## src/mps_pkg.sv

```systemverilog
// ============================================================================
// mps_pkg
// Shared types and constants of the moisture probe sequencer: register
// indexes, timer select codes, percent limits and the command/status bundles
// that join the controller and the datapath.
// ============================================================================
package mps_pkg;

    // field widths
    localparam int unsigned TIME_W = 32;
    localparam int unsigned PCT_W  = 7;
    localparam int unsigned RAW_W  = 8;
    localparam int unsigned IDX_W  = 3;

    // configuration register indexes
    localparam logic [IDX_W-1:0] REG_WARMUP_TIME  = 3'd0;
    localparam logic [IDX_W-1:0] REG_PROBE_GAP    = 3'd1;
    localparam logic [IDX_W-1:0] REG_IDLE_TIME    = 3'd2;
    localparam logic [IDX_W-1:0] REG_MIN_STEP     = 3'd3;
    localparam logic [IDX_W-1:0] REG_ADOPT_WINDOW = 3'd4;

    // configuration reset values
    localparam logic [TIME_W-1:0] WARMUP_TIME_RST  = 32'd1000;
    localparam logic [TIME_W-1:0] PROBE_GAP_RST    = 32'd50;
    localparam logic [TIME_W-1:0] IDLE_TIME_RST    = 32'd60000;
    localparam logic [PCT_W-1:0]  MIN_STEP_RST     = 7'd3;
    localparam logic [TIME_W-1:0] ADOPT_WINDOW_RST = 32'd3600000;

    // reading clamp: anything above full scale reads as the clamp value
    localparam logic [RAW_W-1:0] PCT_FULL  = 8'd100;
    localparam logic [PCT_W-1:0] PCT_CLAMP = 7'd99;

    // which interval the phase timer is tested against
    localparam logic [1:0] SPAN_WARMUP = 2'd0;
    localparam logic [1:0] SPAN_GAP    = 2'd1;
    localparam logic [1:0] SPAN_IDLE   = 2'd2;

    // controller to datapath
    typedef struct packed {
        logic       capture;      // latch the accepted poll
        logic [1:0] span_sel;     // interval for the elapsed test
        logic       set_start;    // phase start time takes the poll time
        logic       clear_count;  // restart probe counting
        logic       take_probe;   // shift the reading into the probe store
        logic       power_on;
        logic       power_off;
        logic       clr_flags;    // clear changed / increased
        logic       med_start;    // reset the median scan
        logic       med_step;     // test one candidate, rotate the store
        logic       apply_med;    // compare median with current level
        logic       load_out;     // fill the result register
    } mps_cmd_t;

    // datapath to controller
    typedef struct packed {
        logic elapsed;     // phase timer beyond selected interval
        logic count_zero;  // no probe taken yet in this measurement
        logic probe_last;  // the next probe completes the measurement
        logic med_last;    // last candidate of the median scan
    } mps_status_t;

endpackage

```

## src/mps_ctrl.sv

```systemverilog
// ============================================================================
// mps_ctrl
// Controller: the measurement phase machine and the per-poll sequencer that
// drives the datapath, plus the result valid flag of the output channel.
// ============================================================================
module mps_ctrl
    import mps_pkg::*;
(
    input  logic        aclk,
    input  logic        aresetn,
    input  logic        s_valid,
    output logic        s_ready,
    output logic        m_valid,
    input  logic        m_ready,
    input  mps_status_t status,
    output mps_cmd_t    cmd
);

    // measurement phases
    localparam logic [2:0] PH_START_WARMUP  = 3'd0;
    localparam logic [2:0] PH_WARMUP        = 3'd1;
    localparam logic [2:0] PH_START_MEASURE = 3'd2;
    localparam logic [2:0] PH_MEASURE       = 3'd3;
    localparam logic [2:0] PH_START_IDLE    = 3'd4;
    localparam logic [2:0] PH_IDLE          = 3'd5;

    // per-poll sequencer states
    localparam logic [2:0] S_IDLE   = 3'd0;
    localparam logic [2:0] S_EVAL   = 3'd1;
    localparam logic [2:0] S_MEDIAN = 3'd2;
    localparam logic [2:0] S_UPDATE = 3'd3;
    localparam logic [2:0] S_EMIT   = 3'd4;

    logic [2:0] phase_reg, phase_next;
    logic [2:0] state_reg, state_next;
    logic       m_valid_reg, m_valid_next;

    assign s_ready = (state_reg == S_IDLE);
    assign m_valid = m_valid_reg;

    // sequencing and phase decisions
    always_comb begin
        phase_next   = phase_reg;
        state_next   = state_reg;
        m_valid_next = m_valid_reg;
        cmd          = '0;
        cmd.span_sel = SPAN_GAP;

        // result beat leaves on its handshake
        if (m_valid_reg && m_ready) begin
            m_valid_next = 1'b0;
        end

        case (state_reg)
            S_IDLE: begin
                if (s_valid) begin
                    cmd.capture = 1'b1;
                    state_next  = S_EVAL;
                end
            end
            S_EVAL: begin
                cmd.clr_flags = 1'b1;
                state_next    = S_EMIT;
                case (phase_reg)
                    PH_WARMUP: begin
                        cmd.span_sel = SPAN_WARMUP;
                        if (status.elapsed) begin
                            phase_next = PH_START_MEASURE;
                        end
                    end
                    PH_START_MEASURE: begin
                        cmd.clear_count = 1'b1;
                        phase_next      = PH_MEASURE;
                    end
                    PH_MEASURE: begin
                        cmd.span_sel = SPAN_GAP;
                        if (status.count_zero || status.elapsed) begin
                            cmd.set_start  = 1'b1;
                            cmd.take_probe = 1'b1;
                            if (status.probe_last) begin
                                cmd.power_off = 1'b1;
                                cmd.med_start = 1'b1;
                                phase_next    = PH_START_IDLE;
                                state_next    = S_MEDIAN;
                            end
                        end
                    end
                    PH_START_IDLE: begin
                        cmd.set_start = 1'b1;
                        phase_next    = PH_IDLE;
                    end
                    PH_IDLE: begin
                        cmd.span_sel = SPAN_IDLE;
                        if (status.elapsed) begin
                            phase_next = PH_START_WARMUP;
                        end
                    end
                    default: begin
                        // start warmup, and any code that cannot arise
                        cmd.set_start = 1'b1;
                        cmd.power_on  = 1'b1;
                        phase_next    = PH_WARMUP;
                    end
                endcase
            end
            S_MEDIAN: begin
                cmd.med_step = 1'b1;
                if (status.med_last) begin
                    state_next = S_UPDATE;
                end
            end
            S_UPDATE: begin
                cmd.apply_med = 1'b1;
                state_next    = S_EMIT;
            end
            S_EMIT: begin
                if (!m_valid_reg || m_ready) begin
                    cmd.load_out = 1'b1;
                    m_valid_next = 1'b1;
                    state_next   = S_IDLE;
                end
            end
            default: begin
                state_next = S_IDLE;
            end
        endcase
    end

    // control registers
    always_ff @(posedge aclk) begin
        if (!aresetn) begin
            phase_reg   <= PH_START_WARMUP;
            state_reg   <= S_IDLE;
            m_valid_reg <= 1'b0;
        end else begin
            phase_reg   <= phase_next;
            state_reg   <= state_next;
            m_valid_reg <= m_valid_next;
        end
    end

endmodule

```

## config.mk

```make
export PLATFORM = sky130hd
export DESIGN_NAME = mps_ctrl
export DESIGN_NICKNAME = d
export VERILOG_FILES = /design/src/mps_pkg.sv /design/src/mps_ctrl.sv
export SDC_FILE = /design/constraint.sdc
export NUM_CORES = 1
export LEC_CHECK = 0
export ABC_AREA = 0
export BUFFER_PORTS_ARGS = -buffer_cell sky130_fd_sc_hd__buf_2
export CORE_MARGIN = 8
export CORE_UTILIZATION = 30
export DETAILED_ROUTE_END_ITERATION = 8
export PLACE_DENSITY = 0.55
export SETUP_SLACK_MARGIN = 0.5
export SLEW_MARGIN = 25
export SYNTH_ARGS = -nofsm -noshare
export SYNTH_HDL_FRONTEND = slang
export SYNTH_SLANG_ARGS = --single-unit
```

## constraint.sdc

```tcl
create_clock -name aclk -period 1.4 [get_ports aclk]
set_input_delay 0 -clock aclk [delete_from_list [all_inputs] [get_ports aclk]]
set_output_delay 0 -clock aclk [all_outputs]
set_load 0.02 [all_outputs]
```

==> results by group <==
Synth
  • #FFs+latches synth: 7
  • Post-synth ARST share: 0%
  • Distinct cell type count after synthesis: 28
  • Post-synth EDFFs: 0
  • Post-synthesis area per instance: 7.79 µm²
  • Top_reg_cell synth: dfxtp_1
  • Post-Synthesis Cells: 61
  • Sequential fraction of the synthesis area: 29.5%
  • Synth warn: 0
  • Post-Syn Area: 475 µm²
  • Syn nets: 69

Timing
  • Worst rel slew slack: 72.9%
  • Final setup fails: 5
  • Hold Violations, Final: 0
  • Final worst path period need: 1.42 ns
  • Worst Skew: 0.00496 ns
  • Final worst-path setup slack: -0.0249 ns
  • Fmax: 702 MHz
  • Final Max Slew Viols: 0
  • Setup_tns: -0.0831 ns
  • Worst Tran Pin Value: 0.405 ns
  • RSZ-0062 raised after global routing: true
  • Final Cycle Share: 102%

Global route
  • First-pass GRT wire length: 2730 µm
  • Total GRT Usage: 10.9%
  • Largest net degree at the start of global routing: 10
  • Vias in the first global route: 591
  • Initial antenna violation count: 0
  • Gr ovfl total: 0

Pwr
  • Cell-internal power: 0.521 mW
  • Gate power share: 48.5%
  • Total leakage power: 0.444 nW
  • Pwr dens: 832 mW/mm²
  • Sw frac: 36.7%
  • VDD IR max: 0.568 mV
  • Net Switching: 0.302 mW
  • Total power: 0.822 mW
  • Flop pwr share: 28.5%
  • Clock share of power: 23.0%

Floorplanning
  • Die Span Y: 55.8 µm
  • Core area: 0.00149 mm²
  • Initial core utilization: 31.9%
  • Die area: 0.00311 mm²
  • Die X-Extent: 55.8 µm
  • Site row count: 14
  • Ports: 23

Placement
  • Routability cong.: 0.791
  • Port bufs: 22
  • Placed standard-cell area: 643 µm²
  • Placed insts: 98
  • DP HPWL: 1050 µm

Detailed routing
  • DRC violations left: 0
  • DR vias: 629
  • Vias per cell: 5.33
  • Initial drt markers: 19
  • Antenna viol nets, final: 0
  • Routed Wire Length: 1890 µm
  • Avg WL per Cell: 16.0 µm
  • Drt first pass iters: 4

Final layout
  • Fillers: 124
  • Antenna diode count: 0
  • Layout cell share with drive strength beyond 1: 76.5%
  • Synth-to-layout area growth: 108%
  • Most frequent cells in the layout: 17 x buf_4, 14 x buf_6, 8 x buf_2
  • Commonest non-fill, non-tap cell in the layout: buf_4
  • Fin nets: 111
  • Util after Layout: 66.4%
  • Layout Cells excl Fill: 118
  • Post-route cell area: 988 µm²

CTS
  • Latest clock arrival within the worst-skew pair: 0.26 ns
  • CTS Buffer Depth: 2
  • CTS HTree Levels: 1
  • Cts bufs inserted: 3
  • CTS tree: yes
  • CTS Sinks: 7
  • Root Buffer: clkbuf_4
  • Clock transition at path regs: 0.05 ns

Outcome
  • Outcome: finished with violations
  • Failing checks: setup timing

Worst setup path
  • Worst-path fanout max: 5
  • R2R depth: 5
  • Crit Path Class: flop to output pin
  • Crit path launch type: flop
  • Crit. End Element: output pin
  • Data required time of the worst path: 1.40 ns
  • Crit path DAT: 1.42 ns
  • Worst R2R Setup Slack: 0.03 ns

Min path
  • Hold Crit Depth: 3
  • Hold Crit Class: input pin to flop

Flow run
  • Max-cap violations: 0
path summary, 6_finish.rpt:
check | startpoint | endpoint
setup / recovery | state_reg[2] | cmd[11]
hold / removal | aresetn | phase_reg[0]
hold reg to reg | m_valid | m_valid
setup reg to reg | state_reg[2] | state_reg[1]
layout make-up:
class                      count  area (µm²)  area share [%]
sequential                     7         155            15.7
timing repair buffer          39         325            32.9
tap                           16        20.0            2.03
timing repair inverter         1        8.76           0.886
multi-input combinational     46         419            42.4
inverter                       5        33.8            3.42
clock buffer                   4        26.3            2.66
timing repair:
| action | in CTS | in global routing |
|---|---|---|
| pin swaps | 8 | 7 |
| buffers inserted | 9 | 6 |
| cloned | 1 | 0 |
| hold buffers | 0 | 0 |
| endpoints found under the setup margin | 20 | 21 |
| gates resized for setup | 42 | 17 |
metrics by stage:
step / setup WS, ns / hold slack [ns]
2_1_floorplan: 0.167 / 0.133
3_3_place_gp: 0.143 / 0.281
3_5_place_dp: 0.0989 / 0.284
4_1_cts: -0.0156 / 0.00637
5_1_grt: -0.0665 / 0.0275
6_report: -0.0249 / 0.0167
power by group through the flow:
stage,sequential [mW],clock (mW),combinational [mW]
after floorplan,0.236,0,0.177
after global placement,0.246,0,0.227
after detailed placement,0.247,0,0.225
after CTS,0.233,0.191,0.317
after global routing,0.236,0.208,0.424
final,0.234,0.189,0.399
synth_stat cells, types with 2 or more instances:
| cell | count | area, µm² |
|---|---|---|
| o21ai_0 | 4 | 20.0 |
| nand2b_1 | 2 | 12.5 |
| nand2_1 | 4 | 15.0 |
| nor3b_1 | 2 | 15.0 |
| inv_1 | 4 | 15.0 |
| buf_4 | 3 | 22.5 |
| nor2b_1 | 2 | 12.5 |
| dfxtp_1 | 7 | 140 |
| nor3_1 | 3 | 15.0 |
| a21oi_1 | 8 | 40.0 |
| and3_2 | 2 | 15.0 |
| nor2_1 | 4 | 15.0 |
logic make-up (layout without fill, tap and decap cells):
group | Yosys count | after routing | share of synthesized area [%]
AO/OA/AOI/OAI | 19 | 19 | 24.0
flip-flops | 7 | 7 | 29.5
buffers and inverters | 8 | 49 | 9.74
AND/OR/NAND/NOR | 27 | 27 | 36.8
metal layers:
layer,GRT usage (%),share of wire [%],wire length (µm)
met4,3.09,0.74,14
met5,0,0,0
met3,5.48,6.1,116
met2,21.2,54,1020
met1,9.46,39,736
critical path, cell delays in order, from the launching register on:
cell      delay, ns
dfxtp_4        0.34
or3b_4         0.45
clkinv_8       0.08
and3_4         0.18
buf_6          0.11
Power figures use the tool's default switching activity.
