**config.mk**
```make
export PLATFORM = sky130hd
export DESIGN_NAME = mps_datapath
export DESIGN_NICKNAME = d
export VERILOG_FILES = /design/src/mps_pkg.sv /design/src/mps_datapath.sv
export SDC_FILE = /design/constraint.sdc
export NUM_CORES = 1
export LEC_CHECK = 0
export BUFFER_PORTS_ARGS = -buffer_cell sky130_fd_sc_hd__buf_4
export CORE_ASPECT_RATIO = 0.6
export CORE_MARGIN = 2
export CORE_UTILIZATION = 62
export CTS_CLUSTER_DIAMETER = 30
export CTS_CLUSTER_SIZE = 12
export DETAILED_ROUTE_END_ITERATION = 16
export GPL_ROUTABILITY_DRIVEN = 0
export PLACE_DENSITY = 0.85
export SETUP_SLACK_MARGIN = 0.1
export SYNTH_ARGS = -nofsm -noshare
export SYNTH_HDL_FRONTEND = slang
export SYNTH_SLANG_ARGS = --single-unit
```
**constraint.sdc**
```tcl
create_clock -name aclk -period 4.64 [get_ports aclk]
set_input_delay 0.232 -clock aclk [delete_from_list [all_inputs] [get_ports aclk]]
set_output_delay 0.232 -clock aclk [all_outputs]
set_load 0.02 [all_outputs]
```
**src/mps_pkg.sv**
```systemverilog
// ============================================================================
// mps_pkg
// Shared types and constants of the moisture probe sequencer: register
// indexes, timer select codes, percent limits and the command/status bundles
// that join the controller and the datapath.
// ============================================================================
package mps_pkg;

    // field widths
    localparam int unsigned TIME_W = 32;
    localparam int unsigned PCT_W  = 7;
    localparam int unsigned RAW_W  = 8;
    localparam int unsigned IDX_W  = 3;

    // configuration register indexes
    localparam logic [IDX_W-1:0] REG_WARMUP_TIME  = 3'd0;
    localparam logic [IDX_W-1:0] REG_PROBE_GAP    = 3'd1;
    localparam logic [IDX_W-1:0] REG_IDLE_TIME    = 3'd2;
    localparam logic [IDX_W-1:0] REG_MIN_STEP     = 3'd3;
    localparam logic [IDX_W-1:0] REG_ADOPT_WINDOW = 3'd4;

    // configuration reset values
    localparam logic [TIME_W-1:0] WARMUP_TIME_RST  = 32'd1000;
    localparam logic [TIME_W-1:0] PROBE_GAP_RST    = 32'd50;
    localparam logic [TIME_W-1:0] IDLE_TIME_RST    = 32'd60000;
    localparam logic [PCT_W-1:0]  MIN_STEP_RST     = 7'd3;
    localparam logic [TIME_W-1:0] ADOPT_WINDOW_RST = 32'd3600000;

    // reading clamp: anything above full scale reads as the clamp value
    localparam logic [RAW_W-1:0] PCT_FULL  = 8'd100;
    localparam logic [PCT_W-1:0] PCT_CLAMP = 7'd99;

    // which interval the phase timer is tested against
    localparam logic [1:0] SPAN_WARMUP = 2'd0;
    localparam logic [1:0] SPAN_GAP    = 2'd1;
    localparam logic [1:0] SPAN_IDLE   = 2'd2;

    // controller to datapath
    typedef struct packed {
        logic       capture;      // latch the accepted poll
        logic [1:0] span_sel;     // interval for the elapsed test
        logic       set_start;    // phase start time takes the poll time
        logic       clear_count;  // restart probe counting
        logic       take_probe;   // shift the reading into the probe store
        logic       power_on;
        logic       power_off;
        logic       clr_flags;    // clear changed / increased
        logic       med_start;    // reset the median scan
        logic       med_step;     // test one candidate, rotate the store
        logic       apply_med;    // compare median with current level
        logic       load_out;     // fill the result register
    } mps_cmd_t;

    // datapath to controller
    typedef struct packed {
        logic elapsed;     // phase timer beyond selected interval
        logic count_zero;  // no probe taken yet in this measurement
        logic probe_last;  // the next probe completes the measurement
        logic med_last;    // last candidate of the median scan
    } mps_status_t;

endpackage

```
**src/mps_datapath.sv**
```systemverilog
// ============================================================================
// mps_datapath
// Datapath: configuration registers, phase and rise timers, the probe store
// with its rotating median scan, level tracking and the result register.
// ============================================================================
module mps_datapath
    import mps_pkg::*;
#(
    parameter int unsigned PROBE_COUNT = 5
)
(
    input  logic                aclk,
    input  logic                aresetn,
    input  mps_cmd_t            cmd,
    output mps_status_t         status,
    input  logic                cfg_we,
    input  logic [IDX_W-1:0]    cfg_index,
    input  logic [TIME_W-1:0]   cfg_wdata,
    input  logic [TIME_W-1:0]   s_now_ms,
    input  logic [RAW_W-1:0]    s_sample_percent,
    output logic                m_sensor_power_on,
    output logic                m_changed,
    output logic                m_increased,
    output logic [PCT_W-1:0]    m_moisture_now,
    output logic [PCT_W-1:0]    m_moisture_peak
);

    localparam int unsigned CW      = $clog2(PROBE_COUNT + 1);
    localparam int unsigned MED_IDX = PROBE_COUNT / 2;

    // configuration
    logic [TIME_W-1:0] warmup_reg, warmup_next;
    logic [TIME_W-1:0] gap_reg, gap_next;
    logic [TIME_W-1:0] idle_reg, idle_next;
    logic [PCT_W-1:0]  step_reg, step_next;
    logic [TIME_W-1:0] adopt_reg, adopt_next;

    // poll and measurement state
    logic [TIME_W-1:0] now_reg, now_next;
    logic [PCT_W-1:0]  sample_reg, sample_next;
    logic [TIME_W-1:0] start_reg, start_next;
    logic [TIME_W-1:0] rise_reg, rise_next;
    logic [PCT_W-1:0]  store_reg [PROBE_COUNT];
    logic [PCT_W-1:0]  store_next [PROBE_COUNT];
    logic [CW-1:0]     count_reg, count_next;
    logic [CW-1:0]     med_cnt_reg, med_cnt_next;
    logic [PCT_W-1:0]  med_reg, med_next;
    logic [PCT_W-1:0]  level_reg, level_next;
    logic [PCT_W-1:0]  peak_reg, peak_next;
    logic              power_reg, power_next;
    logic              changed_reg, changed_next;
    logic              incr_reg, incr_next;

    // result register
    logic              o_power_reg, o_power_next;
    logic              o_changed_reg, o_changed_next;
    logic              o_incr_reg, o_incr_next;
    logic [PCT_W-1:0]  o_now_reg, o_now_next;
    logic [PCT_W-1:0]  o_peak_reg, o_peak_next;

    // timer and median helpers
    logic [TIME_W-1:0] span;
    logic [TIME_W-1:0] since_start;
    logic [TIME_W-1:0] since_rise;
    logic [CW-1:0]     less_cnt;
    logic [CW-1:0]     le_cnt;
    logic [PCT_W-1:0]  cand;
    logic [PCT_W-1:0]  diff;
    logic [PCT_W:0]    rise_limit;

    // elapsed test against the selected interval
    always_comb begin
        case (cmd.span_sel)
            SPAN_WARMUP: span = warmup_reg;
            SPAN_GAP:    span = gap_reg;
            SPAN_IDLE:   span = idle_reg;
            default:     span = idle_reg;
        endcase
    end

    assign since_start       = now_reg - start_reg;
    assign status.elapsed    = (since_start > span);
    assign status.count_zero = (count_reg == '0);
    assign status.probe_last = (count_reg == CW'(PROBE_COUNT - 1));
    assign status.med_last   = (med_cnt_reg == CW'(PROBE_COUNT - 1));

    // rank of the head candidate against the whole store
    assign cand = store_reg[0];
    always_comb begin
        less_cnt = '0;
        le_cnt   = '0;
        for (int j = 0; j < PROBE_COUNT; j++) begin
            less_cnt = less_cnt + CW'(store_reg[j] < cand);
            le_cnt   = le_cnt + CW'(store_reg[j] <= cand);
        end
    end

    // median against current level
    assign diff       = (med_reg > level_reg) ? (med_reg - level_reg) : (level_reg - med_reg);
    assign rise_limit = {1'b0, level_reg} + {1'b0, step_reg};
    assign since_rise = now_reg - rise_reg;

    // next-state logic
    always_comb begin
        warmup_next    = warmup_reg;
        gap_next       = gap_reg;
        idle_next      = idle_reg;
        step_next      = step_reg;
        adopt_next     = adopt_reg;
        now_next       = now_reg;
        sample_next    = sample_reg;
        start_next     = start_reg;
        rise_next      = rise_reg;
        store_next     = store_reg;
        count_next     = count_reg;
        med_cnt_next   = med_cnt_reg;
        med_next       = med_reg;
        level_next     = level_reg;
        peak_next      = peak_reg;
        power_next     = power_reg;
        changed_next   = changed_reg;
        incr_next      = incr_reg;
        o_power_next   = o_power_reg;
        o_changed_next = o_changed_reg;
        o_incr_next    = o_incr_reg;
        o_now_next     = o_now_reg;
        o_peak_next    = o_peak_reg;

        // configuration writes
        if (cfg_we) begin
            case (cfg_index)
                REG_WARMUP_TIME:  warmup_next = cfg_wdata;
                REG_PROBE_GAP:    gap_next    = cfg_wdata;
                REG_IDLE_TIME:    idle_next   = cfg_wdata;
                REG_MIN_STEP:     step_next   = cfg_wdata[PCT_W-1:0];
                REG_ADOPT_WINDOW: adopt_next  = cfg_wdata;
                default: ;
            endcase
        end

        // accepted poll, reading clamped
        if (cmd.capture) begin
            now_next    = s_now_ms;
            sample_next = (s_sample_percent > PCT_FULL) ? PCT_CLAMP
                                                        : s_sample_percent[PCT_W-1:0];
        end

        if (cmd.set_start) begin
            start_next = now_reg;
        end
        if (cmd.clear_count) begin
            count_next = '0;
        end
        if (cmd.power_on) begin
            power_next = 1'b1;
        end
        if (cmd.power_off) begin
            power_next = 1'b0;
        end
        if (cmd.clr_flags) begin
            changed_next = 1'b0;
            incr_next    = 1'b0;
        end

        // probe store: shift in a new probe, or rotate during the scan
        if (cmd.take_probe || cmd.med_step) begin
            for (int j = 0; j < PROBE_COUNT - 1; j++) begin
                store_next[j] = store_reg[j+1];
            end
            store_next[PROBE_COUNT-1] = cmd.take_probe ? sample_reg : store_reg[0];
        end
        if (cmd.take_probe) begin
            count_next = count_reg + 1'b1;
        end

        // median scan, one candidate a cycle
        if (cmd.med_start) begin
            med_cnt_next = '0;
        end
        if (cmd.med_step) begin
            med_cnt_next = med_cnt_reg + 1'b1;
            if (less_cnt <= CW'(MED_IDX) && CW'(MED_IDX) < le_cnt) begin
                med_next = cand;
            end
        end

        // level and peak tracking
        if (cmd.apply_med && diff >= step_reg) begin
            changed_next = 1'b1;
            level_next   = med_reg;
            if ({1'b0, med_reg} > rise_limit) begin
                incr_next = 1'b1;
                peak_next = med_reg;
                rise_next = now_reg;
            end else if (since_rise < adopt_reg) begin
                peak_next = med_reg;
            end else if (med_reg > peak_reg) begin
                peak_next = med_reg;
            end
        end

        // result beat
        if (cmd.load_out) begin
            o_power_next   = power_reg;
            o_changed_next = changed_reg;
            o_incr_next    = incr_reg;
            o_now_next     = level_reg;
            o_peak_next    = peak_reg;
        end
    end

    // state with reset values
    always_ff @(posedge aclk) begin
        if (!aresetn) begin
            warmup_reg  <= WARMUP_TIME_RST;
            gap_reg     <= PROBE_GAP_RST;
            idle_reg    <= IDLE_TIME_RST;
            step_reg    <= MIN_STEP_RST;
            adopt_reg   <= ADOPT_WINDOW_RST;
            start_reg   <= '0;
            rise_reg    <= '0;
            count_reg   <= '0;
            level_reg   <= '0;
            peak_reg    <= '0;
            power_reg   <= 1'b1;
            changed_reg <= 1'b0;
            incr_reg    <= 1'b0;
            med_cnt_reg <= '0;
        end else begin
            warmup_reg  <= warmup_next;
            gap_reg     <= gap_next;
            idle_reg    <= idle_next;
            step_reg    <= step_next;
            adopt_reg   <= adopt_next;
            start_reg   <= start_next;
            rise_reg    <= rise_next;
            count_reg   <= count_next;
            level_reg   <= level_next;
            peak_reg    <= peak_next;
            power_reg   <= power_next;
            changed_reg <= changed_next;
            incr_reg    <= incr_next;
            med_cnt_reg <= med_cnt_next;
        end
    end

    // payload registers
    always_ff @(posedge aclk) begin
        now_reg       <= now_next;
        sample_reg    <= sample_next;
        store_reg     <= store_next;
        med_reg       <= med_next;
        o_power_reg   <= o_power_next;
        o_changed_reg <= o_changed_next;
        o_incr_reg    <= o_incr_next;
        o_now_reg     <= o_now_next;
        o_peak_reg    <= o_peak_next;
    end

    assign m_sensor_power_on = o_power_reg;
    assign m_changed         = o_changed_reg;
    assign m_increased       = o_incr_reg;
    assign m_moisture_now    = o_now_reg;
    assign m_moisture_peak   = o_peak_reg;

endmodule

```
==> run summary <==
• **residual DRC count** 0
• **layout cells sized above 1** 15.3%
• **Clock Latency Late Sink** 0.57 ns
• **average routed wire per standard cell** 20.8 µm
• **share of flip-flops with an asynchronous set or reset after synthesis** 0%
• **share of the yosys chip area belonging to registers** 39.2%
• **final hold violation count** 0
• **worst-case clock buffer depth** 3
• **first-pass iteration count of the detailed router** 6
• **root buffer cell** clkbuf_16
• **Clock transition at path regs** 0.06 ns
• **total power density per cell area** 487 mW/mm²
• **worst setup slack after layout** -0.651 ns
• **Slew Limit Fails** 0
• **# Max-Cap Violations** 0
• **Yosys cell types** 69
• **highest clock rate** 189 MHz
• **Die ar.** 0.0319 mm²
• **wire length of the first global-routing pass** 88.1 mm
• **violations in the final reports** negative setup slack
• **vertical die dimension** 139 µm
• **number of global-route vias before repair** 16,700
• **total routing resource utilization after global routing** 34.3%
• **average via count per standard cell** 6.22
• **worst hold-check path type** input port to flop
• **final critical-path share of the clock period** 114%
• **required time reported for the critical path endpoint** 4.41 ns
• **DP Worst Slack** -0.252 ns
• **number of ports placed on the die boundary** 112
• **post-placement cell area** 0.0202 mm²
• **number of buffers added on ports** 111
• **endpoints failing setup** 8
• **post-synthesis instance area** 0.0188 mm²
• **die width** 229 µm
• **sum of overflow across all layers after global routing** 0
• **largest driver fanout on the critical path** 3
• **worst-margin pin slew** 1.04 ns
• **total nets after synthesis** 2,399
• **number of antenna-violating nets in the routed design** 0
• **worst clock skew on the final layout** 0.0137 ns
• **Seq cells post-synth** 320
• **commonest register cell after synthesis** dfxtp_1
• **Avg Cell Area, Syn** 8.98 µm²
• **Max transition margin** 30.5%
• **final critical path time including I/O delays and setup** 5.29 ns
• **Initial Util** 63.0%
• **Worst setup EP type** output port
• **startpoint types** flop
• **Std-Cell Core Area** 0.0299 mm²
• **arrival time at the worst endpoint** 5.06 ns
• **status** finished, violations left
• **number of nets at the end of the flow** 2,633
• **number of H-tree levels** 2
• **detailed-route via count** 17,300
• **area growth from synthesis to layout** 24.0%
• **Synthesis Warnings** 0
• **kind of critical path** flop to output port
• **Leak** 0.00982 µW
• **setup repair after global routing missed its margin** true
• **Site Rows** 49
• **TritonCTS clock tree** done
• **number of enable-type register cells in the synthesized netlist** 98
• **Non-Filler Cell Area, Final** 0.0234 mm²
• **initial antenna violation count** 1
• **sinks on the clock net** 320
• **overall routed net length** 57.7 mm
• **Synth Instances** 2,098
• **Max IR drop VDD** 0.000312 V
• **HPWL after DPL** 35.9 mm
• **clock buffers created by TritonCTS** 49
• **DRC marker count from the first detailed-route iteration** 2,398
• **largest net degree at the start of global routing** 112
## path summary, 6_finish.rpt
check                              endpoint  slack, ns  cells past startpoint   startpoint
worst max-delay path              status[3]      -0.65                     22   now_reg[0]
worst min-delay path              power_reg       0.01                      3       cmd[6]
worst max register to register  peak_reg[2]      -0.16                     18   now_reg[8]
worst min register to register    m_changed       0.42                      0  changed_reg
## layout by cell type (no fill, tap or decap), types with 11 or more instances in the layout
cell type and count:
ha_1 189, xnor2_1 40, nand2b_1 11, xor2_1 14, nor2b_1 94, nor2_1 105
nand2_1 330, nor3_1 17, inv_1 168, nand4_1 22, clkbuf_16 52, o21ai_0 64
dfxtp_1 222, a21boi_0 108, a21o_1 46, mux2i_1 112, buf_4 183, nand3_1 50
a21oi_1 104, edfxtp_1 98, o211ai_1 19, and2_1 19, dlygate4sd3_1 77, o21a_1 13
## area by class of cell
class	instances	area (µm²)
Clock inverter	36	340
Antenna cell	1	2.50
Inverter	171	642
Tap cell	408	510
Sequential cell	320	7390
Multi-Input combinational cell	1526	11000
Fill cell	1827	6550
Clock buffer	55	1320
Timing Repair Buffer	264	2200
## power breakdown
group	leakage, µW	internal [µW]	switching (µW)
Combinational	0.00621	1870	2430
Sequential	0.00279	3170	178
Clock	0.000825	2260	1470
Total	0.00982	7300	4080
## routing by layer
metal	vias up	track usage [%]	wire, µm
met3	325	10.5	6980
met4	0	14.5	2820
met2	1164	52.0	24600
li1	7756	-	-
met5	-	0	0
met1	8041	45.6	23400
## synthesized netlist by cell type, types with 7 or more instances
library cell,number,area [µm²]
inv_1,171,642
a21boi_0,109,818
ha_1,203,2540
nor2b_1,95,594
or2_2,10,62.6
o21ai_0,74,370
buf_1,8,30.0
a21oi_1,113,566
and3_1,8,50.1
xnor2_1,41,359
nand3_1,51,255
nor3_1,19,95.1
xor2_1,14,123
clkbuf_1,68,255
nand2_1,332,1250
nand4_1,22,138
o21bai_1,10,75.1
and2_1,19,119
edfxtp_1,98,2940
a21o_1,46,345
a211oi_1,14,105
o211ai_1,19,143
nor2_1,107,402
mux2i_1,112,1120
a31oi_1,11,68.8
nand2b_1,11,68.8
dfxtp_1,222,4440
fa_1,7,140
o21a_1,14,105
## cells by family after synthesis
kind of cell,count (synthesis),synth area share [%]
simple gates,687,16.6
xor+xnor,55,2.56
mux,116,6.19
compound gates,458,16.2
fa+ha+maj,210,14.2
flops,320,39.2
buf+inv,252,5.08
## metrics by stage
step | instances | hold slack, ns | total power (µW) | setup TNS [ns] | util, %
global route | 2781 | 0.0104 | 11800 | -1.94 | 78.1
global placement | 2576 | 0.408 | 6840 | -0.133 | 67.5
detailed placement | 2576 | 0.406 | 7060 | -1.44 | 67.5
floorplan | 2098 | 0.331 | 5940 | 0 | -
CTS | 2764 | 0.00365 | 11000 | -0.274 | 77.3
finish | 2781 | 0.0112 | 11400 | -1.59 | 78.1
## timing repair
action	4_1_cts	5_1_grt
setup buffers	20	18
endpoints found under the setup margin	8	44
hold buffers	77	0
gates resized for setup	67	29
pin swaps	59	39
endpoints found under the hold margin	168	0
## worst max-delay path: stages, from the launching register on
cell and delay, ns:
edfxtp_1 0.43, inv_2 0.10, buf_6 0.11, ha_4 0.15
inv_2 0.05, fa_2 0.39, a211oi_2 0.22, o21ai_1 0.12
a221oi_2 0.33, o221a_2 0.30, o311ai_4 0.14, a31oi_1 0.22
xnor2_1 0.09, ha_1 0.37, a21oi_1 0.26, o21ai_1 0.13
a21o_1 0.19, a21oi_2 0.18, o21ai_1 0.09, and2_1 0.18
a31oi_1 0.16, o21ai_1 0.12, buf_4 0.18
(Power assumes the default switching activity.)
